==> config.mk <==
export PLATFORM = sky130hd
export DESIGN_NAME = lru_cache_lookup
export DESIGN_NICKNAME = d
export VERILOG_FILES = /design/src/sv/lrc_pkg.sv /design/src/sv/lru_cache_lookup.sv /design/src/sv/lrc_ctrl.sv /design/src/sv/lrc_datapath.sv
export SDC_FILE = /design/constraint.sdc
export NUM_CORES = 2
export LEC_CHECK = 0
export CAP_MARGIN = 5
export CELL_PAD_IN_SITES_DETAIL_PLACEMENT = 1
export CELL_PAD_IN_SITES_GLOBAL_PLACEMENT = 1
export CORE_AREA = 2 2 606 668
export CTS_BUF_LIST = sky130_fd_sc_hd__clkbuf_8
export DETAILED_ROUTE_END_ITERATION = 16
export DIE_AREA = 0 0 608 670
export DONT_BUFFER_PORTS = 1
export PLACE_DENSITY = 0.68
export SLEW_MARGIN = 40
export SYNTH_ARGS = -nofsm -noshare
export SYNTH_HDL_FRONTEND = slang
export SYNTH_MEMORY_MAX_BITS = 65536
export SYNTH_SLANG_ARGS = --single-unit
==> constraint.sdc <==
create_clock -name clk_i -period 4.95 [get_ports clk_i]
set_clock_uncertainty 0.05 [all_clocks]
set_input_delay 0.7425 -clock clk_i [delete_from_list [all_inputs] [get_ports clk_i]]
set_output_delay 0.7425 -clock clk_i [all_outputs]
set_load 0.02 [all_outputs]
==> src/sv/lrc_pkg.sv <==
`timescale 1ns / 1ps
`default_nettype none

package lrc_pkg;

  localparam int CAP_W = 7;
  localparam logic [CAP_W-1:0] CAP_RESET = 7'd64;
  localparam int IN_W = 64;
  localparam int OUT_W = 8;

  typedef enum logic [1:0] {
    ST_IDLE,
    ST_SCAN,
    ST_SWEEP,
    ST_COMMIT
  } lrc_state_e;

  typedef struct packed {
    logic load;
    logic step;
    logic sweep;
    logic decide;
    logic commit;
  } lrc_cmd_t;

  typedef struct packed {
    logic step_done;
    logic out_free;
  } lrc_stat_t;

endpackage

`default_nettype wire

==> src/sv/lru_cache_lookup.sv <==
`timescale 1ns / 1ps
`default_nettype none

// Fully associative LRU cache of query keys. Each request on the slave stream
// carries one key in tdata; the master stream returns one item per request
// whose tdata bit 0 is the hit flag. Keys and recency ranks live in single-port
// read memories, so a lookup scans the F filled entries once to compare keys and
// locate the least recent entry, then sweeps them again to age the ranks, one
// request at a time. A finished result sits in an output register and the next
// request is taken while it waits. The user must write the capacity register on
// the cfg channel only while the block is idle; the block itself does not enforce
// this. Zero acts as one and values above ENTRIES act as ENTRIES. The cache starts
// empty after reset and needs no clearing pass.
module lru_cache_lookup
  import lrc_pkg::*;
#(
  parameter int ENTRIES  = 64,
  parameter int KEY_BITS = 64
) (
  input  wire logic             clk_i,
  input  wire logic             rst_ni,
  input  wire logic             s_axis_tvalid_i,
  output logic                  s_axis_tready_o,
  input  wire logic [IN_W-1:0]  s_axis_tdata_i,   // [63:0] key
  output logic                  m_axis_tvalid_o,
  input  wire logic             m_axis_tready_i,
  output logic [OUT_W-1:0]      m_axis_tdata_o,   // [0] hit, [7:1] zero
  input  wire logic             cfg_valid_i,
  output logic                  cfg_ready_o,
  input  wire logic [CAP_W-1:0] cfg_data_i
);

  lrc_cmd_t         cmd;
  lrc_stat_t        stat;
  logic [CAP_W-1:0] cap_q;
  logic             out_hit;

  always_ff @(posedge clk_i or negedge rst_ni) begin
    if (!rst_ni) begin
      cap_q <= CAP_RESET;
    end else if (cfg_valid_i) begin
      cap_q <= cfg_data_i;
    end
  end

  assign cfg_ready_o = 1'b1;

  lrc_ctrl u_ctrl (
    .clk_i      (clk_i),
    .rst_ni     (rst_ni),
    .in_valid_i (s_axis_tvalid_i),
    .in_ready_o (s_axis_tready_o),
    .stat_i     (stat),
    .cmd_o      (cmd)
  );

  lrc_datapath #(
    .ENTRIES  (ENTRIES),
    .KEY_BITS (KEY_BITS)
  ) u_datapath (
    .clk_i       (clk_i),
    .rst_ni      (rst_ni),
    .cmd_i       (cmd),
    .key_i       (s_axis_tdata_i),
    .cap_i       (cap_q),
    .out_ready_i (m_axis_tready_i),
    .stat_o      (stat),
    .out_valid_o (m_axis_tvalid_o),
    .out_hit_o   (out_hit)
  );

  assign m_axis_tdata_o = {{(OUT_W-1){1'b0}}, out_hit};

endmodule

`default_nettype wire

==> src/sv/lrc_ctrl.sv <==
`timescale 1ns / 1ps
`default_nettype none

module lrc_ctrl
  import lrc_pkg::*;
(
  input  wire logic      clk_i,
  input  wire logic      rst_ni,
  input  wire logic      in_valid_i,
  output logic           in_ready_o,
  input  wire lrc_stat_t stat_i,
  output lrc_cmd_t       cmd_o
);

  lrc_state_e state_q, state_d;

  always_ff @(posedge clk_i or negedge rst_ni) begin
    if (!rst_ni) begin
      state_q <= ST_IDLE;
    end else begin
      state_q <= state_d;
    end
  end

  always_comb begin
    state_d = state_q;
    unique case (state_q)
      ST_IDLE: begin
        if (in_valid_i) state_d = ST_SCAN;
      end
      ST_SCAN: begin
        if (stat_i.step_done) state_d = ST_SWEEP;
      end
      ST_SWEEP: begin
        if (stat_i.step_done) state_d = ST_COMMIT;
      end
      ST_COMMIT: begin
        if (stat_i.out_free) state_d = ST_IDLE;
      end
      default: state_d = ST_IDLE;
    endcase
  end

  always_comb begin
    cmd_o      = '0;
    in_ready_o = 1'b0;
    unique case (state_q)
      ST_IDLE: begin
        in_ready_o = 1'b1;
        cmd_o.load = in_valid_i;
      end
      ST_SCAN: begin
        cmd_o.step   = 1'b1;
        cmd_o.decide = stat_i.step_done;
      end
      ST_SWEEP: begin
        cmd_o.step  = 1'b1;
        cmd_o.sweep = 1'b1;
      end
      ST_COMMIT: begin
        cmd_o.commit = stat_i.out_free;
      end
      default: begin
        cmd_o = '0;
      end
    endcase
  end

endmodule

`default_nettype wire

==> src/sv/lrc_datapath.sv <==
`timescale 1ns / 1ps
`default_nettype none

module lrc_datapath
  import lrc_pkg::*;
#(
  parameter int ENTRIES  = 64,
  parameter int KEY_BITS = 64
) (
  input  wire logic             clk_i,
  input  wire logic             rst_ni,
  input  wire lrc_cmd_t         cmd_i,
  input  wire logic [IN_W-1:0]  key_i,
  input  wire logic [CAP_W-1:0] cap_i,
  input  wire logic             out_ready_i,
  output lrc_stat_t             stat_o,
  output logic                  out_valid_o,
  output logic                  out_hit_o
);

  localparam int IDX_W  = $clog2(ENTRIES);
  localparam int FILL_W = $clog2(ENTRIES + 1);
  localparam int CMP_W  = (FILL_W > CAP_W) ? FILL_W : CAP_W;

  logic [KEY_BITS-1:0] key_mem [ENTRIES];
  logic [IDX_W-1:0]    rank_mem [ENTRIES];

  logic [KEY_BITS-1:0] key_q;
  logic [KEY_BITS-1:0] key_rd_q;
  logic [IDX_W-1:0]    rank_rd_q;

  logic [FILL_W-1:0] filled_q, filled_d;
  logic [FILL_W-1:0] cnt_q, cnt_d;
  logic              pend_q, pend_d;
  logic [IDX_W-1:0]  pend_idx_q, pend_idx_d;
  logic              hit_found_q, hit_found_d;
  logic [IDX_W-1:0]  hit_idx_q, hit_idx_d;
  logic [IDX_W-1:0]  hit_rank_q, hit_rank_d;
  logic [IDX_W-1:0]  vic_idx_q, vic_idx_d;
  logic [FILL_W-1:0] thresh_q, thresh_d;
  logic [IDX_W-1:0]  target_q, target_d;
  logic              grow_q, grow_d;
  logic              out_valid_q, out_valid_d;
  logic              out_hit_q;

  logic              rd_en;
  logic [IDX_W-1:0]  rd_addr;
  logic              rank_we;
  logic [IDX_W-1:0]  rank_waddr;
  logic [IDX_W-1:0]  rank_wdata;
  logic              key_we;
  logic [FILL_W-1:0] fill_m1;
  logic [CMP_W-1:0]  cap_ext;
  logic [CMP_W-1:0]  eff_cap;
  logic              can_grow;

  assign rd_en   = cmd_i.step && (cnt_q < filled_q);
  assign rd_addr = cnt_q[IDX_W-1:0];
  assign fill_m1 = FILL_W'(filled_q - 1'b1);
  assign cap_ext = CMP_W'(cap_i);

  always_comb begin
    if (cap_i == '0) begin
      eff_cap = CMP_W'(1);
    end else if (cap_ext > CMP_W'(ENTRIES)) begin
      eff_cap = CMP_W'(ENTRIES);
    end else begin
      eff_cap = cap_ext;
    end
  end

  assign can_grow = CMP_W'(filled_q) < eff_cap;

  always_ff @(posedge clk_i) begin
    if (rd_en) begin
      key_rd_q  <= key_mem[rd_addr];
      rank_rd_q <= rank_mem[rd_addr];
    end
    if (rank_we) begin
      rank_mem[rank_waddr] <= rank_wdata;
    end
    if (key_we) begin
      key_mem[target_q] <= key_q;
    end
  end

  always_comb begin
    cnt_d       = cnt_q;
    pend_d      = pend_q;
    pend_idx_d  = pend_idx_q;
    hit_found_d = hit_found_q;
    hit_idx_d   = hit_idx_q;
    hit_rank_d  = hit_rank_q;
    vic_idx_d   = vic_idx_q;
    thresh_d    = thresh_q;
    target_d    = target_q;
    grow_d      = grow_q;
    filled_d    = filled_q;
    out_valid_d = out_valid_q && !out_ready_i;
    rank_we     = 1'b0;
    rank_waddr  = pend_idx_q;
    rank_wdata  = IDX_W'(rank_rd_q + 1'b1);
    key_we      = 1'b0;

    if (cmd_i.load) begin
      cnt_d       = '0;
      pend_d      = 1'b0;
      hit_found_d = 1'b0;
    end

    if (cmd_i.step) begin
      pend_d = rd_en;
      if (rd_en) begin
        cnt_d      = FILL_W'(cnt_q + 1'b1);
        pend_idx_d = cnt_q[IDX_W-1:0];
      end
      if (pend_q && !cmd_i.sweep) begin
        if (key_rd_q == key_q && !hit_found_q) begin
          hit_found_d = 1'b1;
          hit_idx_d   = pend_idx_q;
          hit_rank_d  = rank_rd_q;
        end
        if (rank_rd_q == fill_m1[IDX_W-1:0]) begin
          vic_idx_d = pend_idx_q;
        end
      end
      if (pend_q && cmd_i.sweep) begin
        rank_we = (pend_idx_q != target_q) && (FILL_W'(rank_rd_q) < thresh_q);
      end
    end

    if (cmd_i.decide) begin
      cnt_d  = '0;
      pend_d = 1'b0;
      grow_d = !hit_found_q && can_grow;
      if (hit_found_q) begin
        thresh_d = FILL_W'(hit_rank_q);
        target_d = hit_idx_q;
      end else if (can_grow) begin
        thresh_d = filled_q;
        target_d = filled_q[IDX_W-1:0];
      end else begin
        thresh_d = fill_m1;
        target_d = vic_idx_q;
      end
    end

    if (cmd_i.commit) begin
      rank_we     = 1'b1;
      rank_waddr  = target_q;
      rank_wdata  = '0;
      key_we      = !hit_found_q;
      out_valid_d = 1'b1;
      if (grow_q) filled_d = FILL_W'(filled_q + 1'b1);
    end
  end

  always_ff @(posedge clk_i or negedge rst_ni) begin
    if (!rst_ni) begin
      filled_q    <= '0;
      cnt_q       <= '0;
      pend_q      <= 1'b0;
      hit_found_q <= 1'b0;
      grow_q      <= 1'b0;
      out_valid_q <= 1'b0;
    end else begin
      filled_q    <= filled_d;
      cnt_q       <= cnt_d;
      pend_q      <= pend_d;
      hit_found_q <= hit_found_d;
      grow_q      <= grow_d;
      out_valid_q <= out_valid_d;
    end
  end

  always_ff @(posedge clk_i) begin
    if (cmd_i.load) key_q <= key_i[KEY_BITS-1:0];
    if (cmd_i.commit) out_hit_q <= hit_found_q;
    pend_idx_q <= pend_idx_d;
    hit_idx_q  <= hit_idx_d;
    hit_rank_q <= hit_rank_d;
    vic_idx_q  <= vic_idx_d;
    thresh_q   <= thresh_d;
    target_q   <= target_d;
  end

  assign stat_o.step_done = (cnt_q == filled_q) && !pend_q;
  assign stat_o.out_free  = !out_valid_q || out_ready_i;
  assign out_valid_o      = out_valid_q;
  assign out_hit_o        = out_hit_q;

endmodule

`default_nettype wire

==> impl_metrics.json <==
{
  "status": "complete, no violations",
  "hold_ws_ns": 0.0833,
  "initial_core_util_pct": 44.9,
  "cts_buffers": 730,
  "die_area_um2": 407000,
  "chipHeight_um": 670,
  "async_flop_share_pct": 0.577,
  "dp_hpwl_mm": 335,
  "insertion_delay_ns": 1.30,
  "yosysSeqAreaShare_pct": 78.1,
  "crit_cells": 7,
  "cpPeakStageDelay_ns": 1.00,
  "clock_sinks": 4679,
  "hold_viol": 0,
  "stdcell_count": 14765,
  "grt_use_met3_pct": 6.72,
  "final_cell_mix": "4652 x edfxtp_1, 1097 x mux4_2, 734 x clkbuf_8",
  "finalSetupViolations": 0,
  "synth_top_flop_cell": "edfxtp_1",
  "vias": 95839,
  "cp_max_fo": 30,
  "layout_min_cycle_time_ns": 4.20,
  "cp.required_ns": 5.88,
  "drt-total-wl_mm": 593,
  "cts.repair.resized": 0,
  "crit_type": "register to register",
  "drive_gt1_share_pct": 27.2,
  "firstDrtPassIters": 6,
  "min_path_cells": 1,
  "rr_worst_depth": 7,
  "clkPwrFrac_pct": 27.1,
  "pre_cts_ws_ns": 0.916,
  "p_total_w": 0.112,
  "synthCells": 8063,
  "fp.dieW_um": 608,
  "finalNetCount": 8987,
  "slew_violations": 0,
  "clk_pin_slew_ns": 0.06,
  "use_met1_pct": 38.5,
  "drt_iter0_drc": 14364,
  "reg2reg_from": "u_datapath.cnt_q[0]$_DFF_PN0_",
  "fp.coreArea_um2": 401000,
  "leakagePower_nw": 64.9,
  "ys_types": 63,
  "crit_family": "compound AO/OA/AOI/OAI gates",
  "p_sw_w": 0.0376,
  "cts_tree": "done",
  "power_frac_seq_pct": 43.2,
  "fin_crit_sh_pct": 84.9,
  "utilization_pct": 51.0,
  "yosys_warnings": 0,
  "cp_slowest_cell": "dfrtp_4",
  "met2_usage_pct": 45.0,
  "syn_area_um2": 180000,
  "synthTopCellsByArea": "edfxtp_1 78%, mux4_2 14%, mux2i_1 1.7%",
  "clockBufferDepth": 4,
  "fp-row-count": 244,
  "path_buf_inv": 2,
  "cts_root_buf": "clkbuf_8",
  "io_buffers": 0,
  "cap_violations": 0,
  "cts-htree-levels": 6,
  "drt-vias-per-instance": 6.49,
  "crit_start": "u_datapath.cnt_q[0]$_DFF_PN0_",
  "ys_seq_elements": 4679,
  "yosysTopAreaCellShare_pct": 77.7,
  "hp-start": "s_axis_tdata_i[31]",
  "worst_slack_ns": 0.748,
  "io_pins": 87,
  "drc": 0,
  "slew_headroom_pct": 32.4,
  "synth.largest_area_cell": "edfxtp_1",
  "syn_avg_cell_area_um2": 22.3,
  "clock.fmax_mhz": 238,
  "tightest_slew_ns": 1.01,
  "max-vdd-ir-drop_uv": 665,
  "p_per_area_nw_per_um2": 547,
  "worstPathCellList": "buf_12 -> buf_4 -> mux4_2 -> o221ai_1 -> a21oi_1 -> o21ai_0 -> nand2_1",
  "grtUsageTotal_pct": 28.8,
  "syn2layout_area_growth_pct": 13.6,
  "grt_pass1_wl_mm": 810,
  "overflow": 0,
  "top_usage_layer": "met2",
  "grt_max_degree": 128,
  "pwr-share-comb_pct": 29.7,
  "synth_edf_count": 4652,
  "worstPathArrival_ns": 5.13,
  "swShare_pct": 33.6,
  "intPower_w": 0.0742,
  "final_common_cell": "edfxtp_1",
  "post-place-cells": 13334,
  "min_path_type": "primary input to register",
  "endpoint_kind": "register",
  "first_global_vias": 97255,
  "grt_setup_unrepaired": "no",
  "final_antenna_net_count": 0,
  "start_kind": "register",
  "antenna_found_initial": 37,
  "wl_per_cell_um": 40.1,
  "place_congestion": 0.843
}
## registers in the layout, summed over array words and instances (netlist names), 7 cells and up
signal / cells
u_datapath.key_q: 64
u_datapath.cnt_q: 7
u_datapath.filled_q: 7
u_datapath.rank_mem: 384
u_datapath.key_rd_q: 64
u_datapath.thresh_q: 7
u_datapath.key_mem: 4096
cap_q: 7
## synthesized netlist by cell type, drive strengths merged, types with 48 or more instances
| library cell | n |
|---|---|
| nand3 | 53 |
| edfxtp | 4652 |
| a21oi | 240 |
| buf | 280 |
| nand2 | 149 |
| a211oi | 80 |
| clkbuf | 159 |
| mux2i | 311 |
| o22ai | 85 |
| and2 | 59 |
| nor2 | 216 |
| mux4 | 1097 |
| o21ai | 79 |
| a22oi | 48 |
| o221ai | 101 |
## timing repair
| action | 4_1_cts | 5_1_grt |
|---|---|---|
| hold buffers | 102 | 0 |
| setup buffers | 0 | 0 |
| hold endpoints to repair | 109 | 0 |
## stage by stage
step / instance area (um2) / TNS, ns
2_1_floorplan: 180000 / -112.04
3_3_place_gp: 189000 / 0
3_5_place_dp: 190000 / 0
4_1_cts: 204000 / 0
5_1_grt: 204000 / 0
6_report: 204000 / 0
## power by group through the flow
stage / Clock, W / Combinational (W) / Sequential [W]
after CTS: 0.0307 / 0.0330 / 0.0482
after global placement: 0 / 0.0319 / 0.0490
after floorplan: 0 / 0.0195 / 0.0491
after global routing: 0.0323 / 0.0345 / 0.0482
after detailed placement: 0 / 0.0328 / 0.0490
final: 0.0303 / 0.0332 / 0.0482
## area by class of cell
type                    instances  area (um2)
fillers                     35390      196000
multi-input cells            2907       37500
diodes                         24        60.1
clock buffers                 734       10100
flip-flops and latches       4679      140000
well taps                    5289        6620
inverters                      44         195
repair buffers                523        6160
clock inverters               565        3100
## worst paths after layout
path | to | slack [ns]
max in group asynchronous | u_datapath.cnt_q[1]$_DFF_PN0_ | 4.14
setup / recovery | u_datapath.rank_rd_q[5]$_DFFE_PN_ | 0.75
setup reg to reg | u_datapath.rank_rd_q[5]$_DFFE_PN_ | 0.75
min in group asynchronous | cap_q[5]$_DFFE_PN0P_ | 0.44
hold / removal | u_datapath.key_q[31]$_DFFE_PP_ | 0.08
hold reg to reg | u_datapath.target_q[3]$_DFFE_PP_ | 0.49
## layer usage
| layer | routed length [um] | up-vias |
|---|---|---|
| met5 | 158 | - |
| met4 | 31300 | 22 |
| met3 | 66300 | 1393 |
| met2 | 278000 | 6542 |
| met1 | 217000 | 51991 |
| li1 | - | 35891 |
## kinds of logic (layout without fill, tap and decap cells)
group	count (synthesis)	in the layout	synth area share (%)
compound gates	730	730	2.62
xor+xnor	74	74	0.361
fa+ha+maj	26	26	0.181
buf+inv	483	1866	1.47
flops	4679	4679	78.1
mux	1432	1432	15.6
other cells	2	32	0.00418
simple gates	637	637	1.66
Note: power is estimated with default switching activity, not from simulation.
